<file path="src/rtl/adaptive_window_speed_estimator_assert.svh">
// Assertion macros for the adaptive window speed estimator.
// Expects clk and arst_n in the scope of use.
`ifndef ADAPTIVE_WINDOW_SPEED_ESTIMATOR_ASSERT_SVH
`define ADAPTIVE_WINDOW_SPEED_ESTIMATOR_ASSERT_SVH
`ifndef SYNTHESIS
`define AWSE_ASSERT(name, prop, msg) \
	name: assert property (@(posedge clk) disable iff (!arst_n) prop) else $error(msg);
`define AWSE_ASSERT_IMPL(name, ante, cons, msg) \
	name: assert property (@(posedge clk) disable iff (!arst_n) (ante) |-> (cons)) else $error(msg);
`else
`define AWSE_ASSERT(name, prop, msg)
`define AWSE_ASSERT_IMPL(name, ante, cons, msg)
`endif
`endif

</file>
<file path="src/rtl/awse_pkg.sv">
// Package of the adaptive window speed estimator: widths, codes, payload types.
// No dependencies.
`default_nettype none
package awse_pkg;
	localparam int RING_DEPTH_DEF = 50;
	localparam int DELTA_W = 16;
	localparam int SCALE_W = 16;
	localparam int ALPHA_W = 17;
	localparam int FRAC_W = 16;
	localparam int RATE_W = 24;
	localparam int LEN_W = 6;
	localparam int COUNT_W = 32;
	localparam int MUL_A_W = 26;
	localparam int MUL_B_W = 18;
	localparam int MUL_P_W = MUL_A_W + MUL_B_W;
	localparam int CFG_IDX_W = 3;
	localparam int CFG_DATA_W = 17;

	localparam logic [RATE_W-1:0] RATE_MAX = {RATE_W{1'b1}};
	localparam logic [LEN_W-1:0] LEN_MAX = {LEN_W{1'b1}};
	localparam logic [ALPHA_W-1:0] ALPHA_ONE = 17'h10000;

	localparam logic [1:0] REQ_TICK = 2'd0;
	localparam logic [1:0] REQ_FLUSH = 2'd1;
	localparam logic [1:0] REQ_ZERO = 2'd2;
	localparam logic [1:0] REQ_NONE = 2'd3;

	localparam logic [CFG_IDX_W-1:0] CFG_MIN_WINDOW = 3'd0;
	localparam logic [CFG_IDX_W-1:0] CFG_MIN_COUNTS = 3'd1;
	localparam logic [CFG_IDX_W-1:0] CFG_SCALE = 3'd2;
	localparam logic [CFG_IDX_W-1:0] CFG_ALPHA = 3'd3;

	localparam logic [5:0] MIN_WINDOW_RST = 6'd8;
	localparam logic [14:0] MIN_COUNTS_RST = 15'd16;
	localparam logic [SCALE_W-1:0] SCALE_RST = 16'd640;
	localparam logic [ALPHA_W-1:0] ALPHA_RST = 17'd19661;

	typedef struct packed {
		logic [1:0] req_type;
		logic signed [COUNT_W-1:0] count;
	} item_t;

	typedef struct packed {
		logic [RATE_W-1:0] rate_filtered;
		logic [RATE_W-1:0] rate_raw;
		logic [LEN_W-1:0] window_len;
	} result_t;

	typedef struct packed {
		logic [CFG_IDX_W-1:0] index;
		logic [CFG_DATA_W-1:0] data;
	} cfg_t;

	typedef struct packed {
		logic busy;
		logic done;
	} div_stat_t;
endpackage
`default_nettype wire

</file>
<file path="src/rtl/awse_chan_if.sv">
// Valid/ready channel carrying one payload of type payload_t.
// No dependencies.
`default_nettype none
interface awse_chan_if #(parameter type payload_t = logic) ();
	logic valid;
	logic ready;
	payload_t payload;

	modport source (output valid, output payload, input ready);
	modport sink (input valid, input payload, output ready);
endinterface
`default_nettype wire

</file>
<file path="src/rtl/awse_ring.sv">
// Delta ring memory with per-entry valid bits; a read also returns the entry's valid bit.
// Uses awse_pkg.
`default_nettype none
module awse_ring #(
	parameter int DEPTH = awse_pkg::RING_DEPTH_DEF
) (
	input  wire logic clk,
	input  wire logic arst_n,
	input  wire logic clr,
	input  wire logic we,
	input  wire logic [$clog2(DEPTH)-1:0] waddr,
	input  wire logic [awse_pkg::DELTA_W-1:0] wdata,
	input  wire logic [$clog2(DEPTH)-1:0] raddr,
	output logic [awse_pkg::DELTA_W-1:0] rdata,
	output logic rok
);
	import awse_pkg::*;

	logic [DELTA_W-1:0] mem [DEPTH];
	logic [DEPTH-1:0] vld_q;

	always_ff @(posedge clk) begin
		if (we) begin
			mem[waddr] <= wdata;
		end
		rdata <= mem[raddr];
	end

	always_ff @(posedge clk or negedge arst_n) begin
		if (!arst_n) begin
			vld_q <= '0;
			rok <= 1'b0;
		end else begin
			if (clr) begin
				vld_q <= '0;
			end else if (we) begin
				vld_q[waddr] <= 1'b1;
			end
			rok <= vld_q[raddr];
		end
	end
endmodule
`default_nettype wire

</file>
<file path="src/rtl/awse_div.sv">
// Restoring divider, one quotient bit per cycle.
// Uses awse_pkg.
`default_nettype none
module awse_div #(
	parameter int DVD_W = 40,
	parameter int DVS_W = 6
) (
	input  wire logic clk,
	input  wire logic arst_n,
	input  wire logic start,
	input  wire logic [DVD_W-1:0] dividend,
	input  wire logic [DVS_W-1:0] divisor,
	output logic [DVD_W-1:0] quotient,
	output awse_pkg::div_stat_t stat
);
	import awse_pkg::*;

	localparam int CNT_W = $clog2(DVD_W + 1);

	logic [DVD_W-1:0] dvd_q;
	logic [DVS_W-1:0] rem_q;
	logic [DVS_W-1:0] dvs_q;
	logic [CNT_W-1:0] cnt_q;
	logic busy_q;
	logic done_q;
	logic [DVS_W:0] trial;
	logic [DVS_W:0] diff;
	logic qbit;

	always_comb begin
		trial = {rem_q, dvd_q[DVD_W-1]};
		diff = trial - {1'b0, dvs_q};
		qbit = trial >= {1'b0, dvs_q};
	end

	always_ff @(posedge clk) begin
		if (start) begin
			dvd_q <= dividend;
			rem_q <= '0;
			dvs_q <= divisor;
		end else if (busy_q) begin
			dvd_q <= {dvd_q[DVD_W-2:0], qbit};
			rem_q <= qbit ? diff[DVS_W-1:0] : trial[DVS_W-1:0];
		end
	end

	always_ff @(posedge clk or negedge arst_n) begin
		if (!arst_n) begin
			busy_q <= 1'b0;
			done_q <= 1'b0;
			cnt_q <= '0;
		end else begin
			done_q <= !start && busy_q && (cnt_q == CNT_W'(1));
			if (start) begin
				busy_q <= 1'b1;
				cnt_q <= CNT_W'(DVD_W);
			end else if (busy_q) begin
				cnt_q <= cnt_q - CNT_W'(1);
				if (cnt_q == CNT_W'(1)) begin
					busy_q <= 1'b0;
				end
			end
		end
	end

	assign quotient = dvd_q;
	assign stat = '{busy: busy_q, done: done_q};
endmodule
`default_nettype wire

</file>
<file path="src/rtl/adaptive_window_speed_estimator.sv">
// Sample tick: a priming read and n ring reads, a multiply, a divide (37 quotient bits at
// RING_DEPTH 50), the filter multiply and add, then the output register (n = window
// length, at most 50); no new request is taken until the result has been handed on.
// Flush, zero or none request: the result goes straight to the output register.
// A result not yet taken by the sink holds the next one in its final state.
// Reset clears ring valid bits, ring head, anchor, filter state and restores registers.
`default_nettype none
`include "adaptive_window_speed_estimator_assert.svh"
module adaptive_window_speed_estimator #(
	parameter int RING_DEPTH = awse_pkg::RING_DEPTH_DEF
) (
	input  wire logic clk,
	input  wire logic arst_n,
	awse_chan_if.sink item,
	awse_chan_if.source result,
	awse_chan_if.sink cfg
);
	import awse_pkg::*;

	localparam int IDX_W = $clog2(RING_DEPTH);
	localparam int CNT_W = $clog2(RING_DEPTH + 1);
	localparam int SUM_W = DELTA_W + CNT_W;
	localparam int MAG_W = SUM_W - 1;
	localparam int PROD_W = MAG_W + SCALE_W;

	typedef enum logic [6:0] {
		ST_IDLE = 7'b0000001,
		ST_WALK = 7'b0000010,
		ST_MUL  = 7'b0000100,
		ST_DIV  = 7'b0001000,
		ST_FILT = 7'b0010000,
		ST_FADD = 7'b0100000,
		ST_DONE = 7'b1000000
	} state_t;

	state_t st_q;

	logic [5:0] min_window_q;
	logic [14:0] min_counts_q;
	logic [SCALE_W-1:0] scale_q;
	logic [ALPHA_W-1:0] alpha_q;

	logic [IDX_W-1:0] head_q;
	logic [COUNT_W-1:0] anchor_q;
	logic [RATE_W-1:0] filt_q;
	logic [IDX_W-1:0] ptr_q;
	logic rd_pend_q;
	logic signed [SUM_W-1:0] sum_q;
	logic [CNT_W-1:0] n_q;
	logic [MAG_W-1:0] mag_q;
	logic signed [MUL_P_W-1:0] mul_q;
	logic [RATE_W-1:0] raw_q;
	logic start_q;
	result_t res_q;
	result_t out_q;
	logic out_valid_q;

	logic acc;
	logic [1:0] req;
	logic ring_we;
	logic ring_clr;
	logic [DELTA_W-1:0] ring_wdata;
	logic [DELTA_W-1:0] rd_data;
	logic rd_ok;

	logic signed [SUM_W-1:0] d_ext;
	logic signed [SUM_W-1:0] sum_new;
	logic signed [SUM_W-1:0] sum_neg;
	logic [CNT_W-1:0] n_new;
	logic [MAG_W-1:0] mag_new;
	logic stop;

	logic [ALPHA_W-1:0] alpha_sat;
	logic signed [RATE_W:0] diff;
	logic signed [MUL_A_W-1:0] mul_a;
	logic signed [MUL_B_W-1:0] mul_b;
	logic signed [MUL_P_W-1:0] mul_p;
	logic signed [MUL_A_W-1:0] fsum;
	logic [LEN_W-1:0] len;

	logic [PROD_W-1:0] quot;
	div_stat_t div_stat;
	logic slot_free;

	assign req = item.payload.req_type;
	assign item.ready = (st_q == ST_IDLE);
	assign acc = item.valid && item.ready;
	assign cfg.ready = 1'b1;

	assign ring_we = acc && (req == REQ_TICK);
	assign ring_clr = acc && ((req == REQ_FLUSH) || (req == REQ_ZERO));
	assign ring_wdata = DELTA_W'(item.payload.count - anchor_q);

	awse_ring #(.DEPTH(RING_DEPTH)) u_ring (
		.clk(clk),
		.arst_n(arst_n),
		.clr(ring_clr),
		.we(ring_we),
		.waddr(head_q),
		.wdata(ring_wdata),
		.raddr(ptr_q),
		.rdata(rd_data),
		.rok(rd_ok)
	);

	awse_div #(.DVD_W(PROD_W), .DVS_W(CNT_W)) u_div (
		.clk(clk),
		.arst_n(arst_n),
		.start(start_q),
		.dividend(mul_q[PROD_W-1:0]),
		.divisor(n_q),
		.quotient(quot),
		.stat(div_stat)
	);

	// window walk
	always_comb begin
		d_ext = rd_ok ? SUM_W'($signed(rd_data)) : '0;
		sum_new = sum_q + d_ext;
		sum_neg = -sum_new;
		n_new = n_q + CNT_W'(1);
		mag_new = sum_new[SUM_W-1] ? sum_neg[MAG_W-1:0] : sum_new[MAG_W-1:0];
		stop = ((32'(n_new) >= 32'(min_window_q)) && (32'(mag_new) >= 32'(min_counts_q)))
			|| (32'(n_new) == 32'(RING_DEPTH));
	end

	// shared multiplier: |sum|*scale, then alpha*(raw-filt)
	always_comb begin
		alpha_sat = (alpha_q > ALPHA_ONE) ? ALPHA_ONE : alpha_q;
		diff = $signed({1'b0, raw_q}) - $signed({1'b0, filt_q});
		if (st_q == ST_MUL) begin
			mul_a = $signed(MUL_A_W'(mag_q));
			mul_b = $signed(MUL_B_W'(scale_q));
		end else begin
			mul_a = MUL_A_W'(diff);
			mul_b = $signed(MUL_B_W'(alpha_sat));
		end
		mul_p = mul_a * mul_b;
		fsum = $signed({2'b00, filt_q}) + $signed(mul_q[FRAC_W+MUL_A_W-1:FRAC_W]);
		len = (32'(n_q) > 32'(LEN_MAX)) ? LEN_MAX : LEN_W'(n_q);
	end

	assign slot_free = !out_valid_q || result.ready;

	always_ff @(posedge clk) begin
		mul_q <= mul_p;
		if (st_q == ST_WALK && rd_pend_q && stop) begin
			mag_q <= mag_new;
		end
		if (st_q == ST_DIV && div_stat.done) begin
			raw_q <= (|quot[PROD_W-1:RATE_W]) ? RATE_MAX : quot[RATE_W-1:0];
		end
		if (acc) begin
			if (req == REQ_NONE) begin
				res_q <= '{rate_filtered: filt_q, rate_raw: '0, window_len: '0};
			end else begin
				res_q <= '0;
			end
		end else if (st_q == ST_FADD) begin
			res_q <= '{rate_filtered: fsum[RATE_W-1:0], rate_raw: raw_q, window_len: len};
		end
		if (st_q == ST_DONE && slot_free) begin
			out_q <= res_q;
		end
	end

	always_ff @(posedge clk or negedge arst_n) begin
		if (!arst_n) begin
			st_q <= ST_IDLE;
			head_q <= '0;
			anchor_q <= '0;
			filt_q <= '0;
			ptr_q <= '0;
			rd_pend_q <= 1'b0;
			sum_q <= '0;
			n_q <= '0;
			start_q <= 1'b0;
			out_valid_q <= 1'b0;
		end else begin
			start_q <= (st_q == ST_MUL);
			if (st_q == ST_DONE && slot_free) begin
				out_valid_q <= 1'b1;
			end else if (result.ready) begin
				out_valid_q <= 1'b0;
			end
			unique case (st_q)
				ST_IDLE: begin
					if (acc) begin
						priority if (req == REQ_TICK) begin
							anchor_q <= item.payload.count;
							head_q <= (32'(head_q) == RING_DEPTH - 1) ? '0 : head_q + IDX_W'(1);
							ptr_q <= head_q;
							sum_q <= '0;
							n_q <= '0;
							rd_pend_q <= 1'b0;
							st_q <= ST_WALK;
						end else if (req == REQ_NONE) begin
							st_q <= ST_DONE;
						end else begin
							anchor_q <= (req == REQ_FLUSH) ? item.payload.count : '0;
							head_q <= '0;
							filt_q <= '0;
							st_q <= ST_DONE;
						end
					end
				end
				ST_WALK: begin
					ptr_q <= (ptr_q == '0) ? IDX_W'(RING_DEPTH - 1) : ptr_q - IDX_W'(1);
					if (rd_pend_q) begin
						sum_q <= sum_new;
						n_q <= n_new;
						if (stop) begin
							rd_pend_q <= 1'b0;
							st_q <= ST_MUL;
						end
					end else begin
						rd_pend_q <= 1'b1;
					end
				end
				ST_MUL: begin
					st_q <= ST_DIV;
				end
				ST_DIV: begin
					if (div_stat.done) begin
						st_q <= ST_FILT;
					end
				end
				ST_FILT: begin
					st_q <= ST_FADD;
				end
				ST_FADD: begin
					filt_q <= fsum[RATE_W-1:0];
					st_q <= ST_DONE;
				end
				ST_DONE: begin
					if (slot_free) begin
						st_q <= ST_IDLE;
					end
				end
				default: begin
					st_q <= ST_IDLE;
				end
			endcase
		end
	end

	always_ff @(posedge clk or negedge arst_n) begin
		if (!arst_n) begin
			min_window_q <= MIN_WINDOW_RST;
			min_counts_q <= MIN_COUNTS_RST;
			scale_q <= SCALE_RST;
			alpha_q <= ALPHA_RST;
		end else if (cfg.valid && cfg.ready) begin
			unique case (cfg.payload.index)
				CFG_MIN_WINDOW: min_window_q <= cfg.payload.data[5:0];
				CFG_MIN_COUNTS: min_counts_q <= cfg.payload.data[14:0];
				CFG_SCALE: scale_q <= cfg.payload.data[SCALE_W-1:0];
				CFG_ALPHA: alpha_q <= cfg.payload.data[ALPHA_W-1:0];
				default: ;
			endcase
		end
	end

	assign result.valid = out_valid_q;
	assign result.payload = out_q;

	`AWSE_ASSERT(a_busy_after_req, (item.valid && item.ready) |=> !item.ready, "ready after request")
	`AWSE_ASSERT_IMPL(a_len_bound, result.valid, 32'(result.payload.window_len) <= RING_DEPTH, "window_len beyond ring")
	`AWSE_ASSERT_IMPL(a_raw_empty, result.valid && (result.payload.window_len == '0), result.payload.rate_raw == '0, "raw rate without window")
	`AWSE_ASSERT_IMPL(a_div_in_state, div_stat.done, st_q == ST_DIV, "divider done outside divide")
endmodule
`default_nettype wire

</file>
<file path="src/flat_wrapper.sv">
// flat-port wrapper written by rule: the top's interface ports become plain ports
module adaptive_window_speed_estimator_flat import awse_pkg::*;
#(
	parameter int RING_DEPTH = awse_pkg::RING_DEPTH_DEF
)
  (clk, arst_n, item_valid, item_payload, item_ready, result_valid, result_payload, result_ready, cfg_valid, cfg_payload, cfg_ready);
  awse_chan_if #(.payload_t(item_t)) item_i ();
  awse_chan_if #(.payload_t(result_t)) result_i ();
  awse_chan_if #(.payload_t(cfg_t)) cfg_i ();
  input  wire logic clk;
  input  wire logic arst_n;
  input wire logic [$bits(item_i.valid)-1:0] item_valid;
  input wire logic [$bits(item_i.payload)-1:0] item_payload;
  output wire logic [$bits(item_i.ready)-1:0] item_ready;
  output wire logic [$bits(result_i.valid)-1:0] result_valid;
  output wire logic [$bits(result_i.payload)-1:0] result_payload;
  input wire logic [$bits(result_i.ready)-1:0] result_ready;
  input wire logic [$bits(cfg_i.valid)-1:0] cfg_valid;
  input wire logic [$bits(cfg_i.payload)-1:0] cfg_payload;
  output wire logic [$bits(cfg_i.ready)-1:0] cfg_ready;
  assign item_i.valid = item_valid;
  assign item_i.payload = item_payload;
  assign item_ready = item_i.ready;
  assign result_valid = result_i.valid;
  assign result_payload = result_i.payload;
  assign result_i.ready = result_ready;
  assign cfg_i.valid = cfg_valid;
  assign cfg_i.payload = cfg_payload;
  assign cfg_ready = cfg_i.ready;
  adaptive_window_speed_estimator #(.RING_DEPTH(RING_DEPTH)) u_core (.clk(clk), .arst_n(arst_n), .item(item_i), .result(result_i), .cfg(cfg_i));
endmodule
</file>
<file path="config.mk">
export PLATFORM = sky130hd
export DESIGN_NAME = adaptive_window_speed_estimator_flat
export DESIGN_NICKNAME = d
export VERILOG_FILES = /design/src/rtl/awse_pkg.sv /design/src/rtl/awse_chan_if.sv /design/src/rtl/awse_ring.sv /design/src/rtl/awse_div.sv /design/src/rtl/adaptive_window_speed_estimator.sv /design/src/flat_wrapper.sv
export VERILOG_INCLUDE_DIRS = /design/src /design/src/rtl
export SDC_FILE = /design/constraint.sdc
export NUM_CORES = 2
export LEC_CHECK = 0
export BUFFER_PORTS_ARGS = -buffer_cell sky130_fd_sc_hd__buf_2
export CAP_MARGIN = 20
export CELL_PAD_IN_SITES_DETAIL_PLACEMENT = 1
export CELL_PAD_IN_SITES_GLOBAL_PLACEMENT = 2
export CORE_MARGIN = 8
export CORE_UTILIZATION = 47
export CTS_BUF_LIST = sky130_fd_sc_hd__clkbuf_8
export CTS_CLUSTER_DIAMETER = 80
export DETAILED_ROUTE_END_ITERATION = 7
export PLACE_DENSITY_LB_ADDON = 0.1
export REMOVE_ABC_BUFFERS = 1
export SYNTH_ARGS = -nofsm -noshare
export SYNTH_HDL_FRONTEND = slang
export SYNTH_SLANG_ARGS = --single-unit
</file>
<file path="constraint.sdc">
create_clock -name clk -period 10.31 [get_ports clk]
set_input_delay 2.062 -clock clk [delete_from_list [all_inputs] [get_ports clk]]
set_output_delay 2.062 -clock clk [all_outputs]
set_load 0.1 [all_outputs]
</file>
After elaboration in Yosys (flattened, before gate mapping)
Memories as Yosys holds them, arrays and structs flattened. A register that Yosys moved wholly into a read port is not among the register bits.
Cells that the tools add are included.
Word-level totals
  bits in registers: 445
  bits in latches: 0
  memory bits (writable): 800
  memory bits (read-only): 0
  bits of input ports: 59
  output and inout bits: 57
  word-level logic and storage cells: 171
  memories: 1
Memory list
  u_core.u_ring.mem: words 50, width 16, read ports 1, clocked after Yosys merged registers in 1, wr ports 1, RTL line awse_ring.sv:19  | logic [DELTA_W-1:0] mem [DEPTH];
Operators by class
  add/sub/neg operators: 10
  multipliers: 1
  divide/modulo/power cells: 0
  magnitude comparators: 7
  eq/ne operators: 25
  shift-type cells: 0
  muxes and demuxes: 60
  bitwise logic cells: 1
  reductions and logical operators: 35
Operators with widths (count)
  $mux W54: 3
  $mux W50: 2
  $mux W22: 4
  $mux W37: 2
  $mux W24: 3
  $mux W6: 12
  $or A50 B50 Y50: 1
  $pmux W7 S7: 1
  $mux W16: 3
  $pmux W24 S2: 1
  $pmux W22 S2: 1
  $mux W7: 6
  $mul A26 B18 Y40: 1
  $mux W17: 2
  $mux W26: 1
  $sub A24 B24 Y25: 1
  $add A24 B24 Y24: 1
  $pmux W6 S2: 2
  $add A22 B22 Y22: 1
  $ge A21 B15 Y1: 1
  $mux W21: 1
  $neg A21 Y21: 1
  $gt A17 B17 Y1 const B: 1
  $sub A16 B16 Y16: 1
  38 further kinds: 86

Logic depth before layout (Yosys ltp)
  depth in word-level cells: 10
  mapped depth: 38
  gate-level depth less buffers: 37

Cells and area by module
From an unflattened synthesis, not the netlist that was laid out.
Unflattened totals
  cell total of the unflattened synthesis: 5184
  area total of the unflattened synthesis: 68468.2 sq um
By module, submodules not included
  awse_ring: times used 1, cells an instance 1584, area an instance 33488.4 sq um, seq. area each 25619.6 sq um
  adaptive_window_speed_estimator: times used 1, cells an instance 3406, area an instance 32255.9 sq um, seq. area each 9014.9 sq um
  awse_div: times used 1, cells an instance 194, area an instance 2723.9 sq um, seq. area each 1611.5 sq um

Worst setup path before layout
OpenSTA, ideal clock, no wires.
  path kind: register -> register
  start point: register u_core.filt_q[0]
  end point: register u_core.mul_q[38]
  setup time: 72 ps
  arrival time: 8221 ps
  data required time: 10238 ps
  path slack: 2016 ps
  stages on the path, launching flop included: 33
  path buffers: 0
  period minus slack after synthesis: 8294 ps
  cells stage by stage: dfrtp_1 ha_1 fa_1 nor2b_1 o31a_1 o41a_1 nor2_1 o211a_1 or3_1 o21ai_0 xor2_1 mux2i_1 nor2_1 fa_1 inv_1 fa_1 fa_1 inv_1 fa_1 fa_1 inv_1 fa_1 inv_1 ha_1 a21o_1 a21oi_1 nor4b_1 a21oi_1 o41a_1 a41oi_1 a21oi_1 a41oi_1 xnor2_1
On the way
  cells in the longest elaborated chain, start to end: 3
RTL lines
  start: declaration: RTL line adaptive_window_speed_estimator.sv:45  | logic [RATE_W-1:0] filt_q;
  start signal: assignment: RTL line adaptive_window_speed_estimator.sv:232  | filt_q <= fsum[RATE_W-1:0];
  $sub A24 B24 Y25: RTL line adaptive_window_speed_estimator.sv:130  | diff = $signed({1'b0, raw_q}) - $signed({1'b0, filt_q});
  $mux W26: RTL line adaptive_window_speed_estimator.sv:131  | if (st_q == ST_MUL) begin
  $mul A26 B18 Y40: RTL line adaptive_window_speed_estimator.sv:138  | mul_p = mul_a * mul_b;
  via u_core.mul_p[38]: RTL line adaptive_window_speed_estimator.sv:77  | logic signed [MUL_P_W-1:0] mul_p;
  end signal: assignment: RTL line adaptive_window_speed_estimator.sv:146  | mul_q <= mul_p;
  end: declaration: RTL line adaptive_window_speed_estimator.sv:51  | logic signed [MUL_P_W-1:0] mul_q;
The timed path passes the listed nets, and every way through them passes these cells.
A chain may end at the register's enable or synchronous reset.

Final worst setup path
  start point: register u_core.filt_q[1]
  end point: register u_core.mul_q[38]
The elaborated chain is that of the path after synthesis.

==> impl_metrics.yaml <==
yosys:
  yosys.area.top_type_share_pct: 44.2
  synth_edf_count: 996
  syn_area_sq_um: 67600
  ys_seq_elements: 1261
  postSynthAreaPerCell_sq_um: 13.0
  syn_inst: 5212
  yosysTopAreaCell: "edfxtp_1"
  yosys_warnings: 0
  ys_seq_area_share_pct: 53.6
  synth_area_leaders: "edfxtp_1 (44%), fa_1 (12%), dfrtp_1 (7.0%), mux4_2 (5.4%), ha_1 (4.1%)"
  synth.distinct_cells: 91
  synthArstFlopShare_pct: 16.1
  ys.flop_type: "edfxtp_1"
sta:
  hold_viol_final: 0
  fmaxAchievable_mhz: 104
  tightestPinTransition_ps: 1120
  slew-limit-headroom_pct: 25.6
  fin_setup_tns_ps: 0
  rsz0062_at_grt: "no"
  setup_viol: 0
  min_period_ps: 9620
  slew_viol_final: 0
  fin_skew_ps: 82.1
  period_share_pct: 93.3
critical_path:
  cp-end-kind: "flip-flop"
  start_kind: "flip-flop"
  cp.depth: 35
  worstPathArrival_ps: 10470
  worstPathMaxFanout: 6
  worstSetupPathType: "reg -> reg"
  critPathMostFrequentCell: "fa_1"
  crit_family: "adder cells"
  worst-path-buf-inv: 4
  r2r_cells: 35
  required_ps: 11160
  cp_slowest_cell: "fa_1"
  crit_path_max_incr_delay_ps: 550
cts:
  htreeDepth: 4
  clock-sinks: 1261
  holdBufCountCts: 0
  cts.path.max_buffers: 3
  cts_resized: 0
  clk_latency_ps: 950
  root_buffer: "clkbuf_8"
  clkSlewWorstSetupHoldPaths_ps: 60
  tritoncts: "done"
  numCtsBuffers: 207
  post_cts_buffers: 0
floorplanning:
  core_area_sq_um: 143000
  die_width_um: 395
  die_h_um: 395
  die-area_sq_um: 156000
  num_rows: 139
  io_pins: 116
  start_util_pct: 47.2
route:
  firstDrtPassIters: 5
  drc_errors: 0
  wl_per_cell_um: 26.3
  drtIter0Drc: 2510
  via_count: 42200
  wirelength_um: 199000
  drt.antenna.violating_nets: 0
  via_per_inst: 5.59
flow_run:
  maxCapViolCount: 0
finish:
  syn_to_final_growth_pct: 11.9
  fin_util_pct: 52.8
  fin_cells: 7562
  fin_nets: 6150
  layout-drive-gt1-share_pct: 15.9
placed_design:
  routabilityCongestion: 0.877
  place_hpwl_um: 141000
  placed_cells: 7161
  numPortBuffers: 98
global_routing:
  grt_pass1_vias: 46100
  grtUsageTotal_pct: 25.4
  grt_max_degree: 122
  overflow: 0
  grt_pass1_wl_um: 297000
  antenna_found_initial: 3
run_status:
  outcome: "finished, final reports clean"
hold_path:
  whs_path_depth: 0
  hold_class: "reg -> reg"
==> sequential cells by signal, indices dropped and copies added, names as in the netlist, 7 cells and up <==
| register | flops |
|---|---|
| u_core.u_ring.vld_q | 50 |
| u_core.filt_q | 24 |
| u_core.st_q | 7 |
| u_core.sum_q | 22 |
| u_core.scale_q | 16 |
| u_core.mul_q | 40 |
| u_core.u_ring.rdata | 16 |
| u_core.u_div.quotient | 37 |
| u_core.u_ring.mem | 800 |
| u_core.result.payload | 54 |
| u_core.anchor_q | 16 |
| u_core.raw_q | 24 |
| u_core.res_q | 54 |
| u_core.alpha_q | 17 |
| u_core.min_counts_q | 15 |
| u_core.mag_q | 21 |
==> cells in the final DEF (no fill, tap or decap), types with 21 or more instances in the layout <==
cell,n
o21ai_0,152
nor3_1,50
fa_1,401
and2_1,72
and3_1,24
clkbuf_8,225
inv_1,680
mux4_2,162
edfxtp_1,996
o211ai_1,21
mux2_2,73
nand2_1,479
or2_2,38
o22ai_1,37
o21a_1,33
o221ai_1,57
nor2_1,444
dfxtp_1,62
mux2i_1,159
ha_1,219
dfrtp_1,186
xor2_1,36
nor2b_1,35
buf_4,157
buf_2,97
a21o_1,39
xnor2_1,83
a22o_1,33
nand3_1,71
clkinv_1,43
a21oi_1,109
clkinv_2,22
nand2b_1,23
==> layout make-up <==
cell class | instances | area [sq um]
clock inverter | 170 | 1220
tap | 1903 | 2380
clock buffer | 225 | 3100
fill | 14400 | 67600
multi-input combinational | 3129 | 28600
sequential | 1261 | 36300
timing repair buffer | 262 | 1810
inverter | 610 | 2290
antenna | 2 | 5.00
==> kinds of logic after synthesis <==
logic type / count (synthesis) / synth area share, %
AND/OR/NAND/NOR: 1350 / 8.92
flip-flops: 1261 / 53.6
buffers and inverters: 822 / 4.57
AO/OA/AOI/OAI: 636 / 6.39
adder cells (fa/ha/maj): 620 / 15.9
multiplexers: 394 / 8.96
XOR/XNOR: 128 / 1.66
other: 1 / 0.00554
==> final timing paths <==
kind	from	to	slack [ps]
min in group asynchronous	arst_n	u_core.u_ring.vld_q[37]	1160
max in group asynchronous	arst_n	u_core.start_q	7810
worst max register to register	u_core.filt_q[1]	u_core.mul_q[38]	690
worst min-delay path	u_core.res_q[5]	u_core.result.payload[5]	410
worst min register to register	u_core.res_q[5]	u_core.result.payload[5]	410
worst max-delay path	u_core.filt_q[1]	u_core.mul_q[38]	690
==> routing by layer <==
layer	share of wire (%)	wire [um]	GRT usage, %	vias up
met5	0.0065	13	0	-
met4	4.3	8560	10.2	2
met3	3.6	7150	3.37	343
met2	53	105000	46.6	927
met1	39	77300	30.0	22100
li1	-	-	-	18900
==> metrics by stage <==
step                      hold slack (ps)  worst slack (ps)  instance area, sq um
final                                 411               689                 75700
after global routing                  424               172                 75700
after CTS                             414               642                 75600
after detailed placement              406               701                 71300
after global placement                402               759                 71300
after floorplan                       400             -1150                 66800
==> synthesized netlist by cell type, types with 21 or more instances <==
master	n
clkbuf_1	160
xnor2_1	88
mux2i_1	159
fa_1	401
o221ai_1	57
o21a_1	33
nor3_1	53
ha_1	219
buf_1	47
xor2_1	40
o211ai_1	21
nand2b_1	25
and3_1	25
mux2_2	73
inv_1	610
nor2b_1	35
dfrtp_1	190
nor2_1	466
a22o_1	33
and2_1	72
nand3_1	71
dfxtp_1	62
edfxtp_1	996
o22ai_1	37
mux4_2	162
or2_2	38
a21o_1	39
nand2_1	480
o21ai_0	153
a21oi_1	112
Power is not shown: default switching activity piles up to over one toggle a cycle in this logic, so the estimate is an artifact.
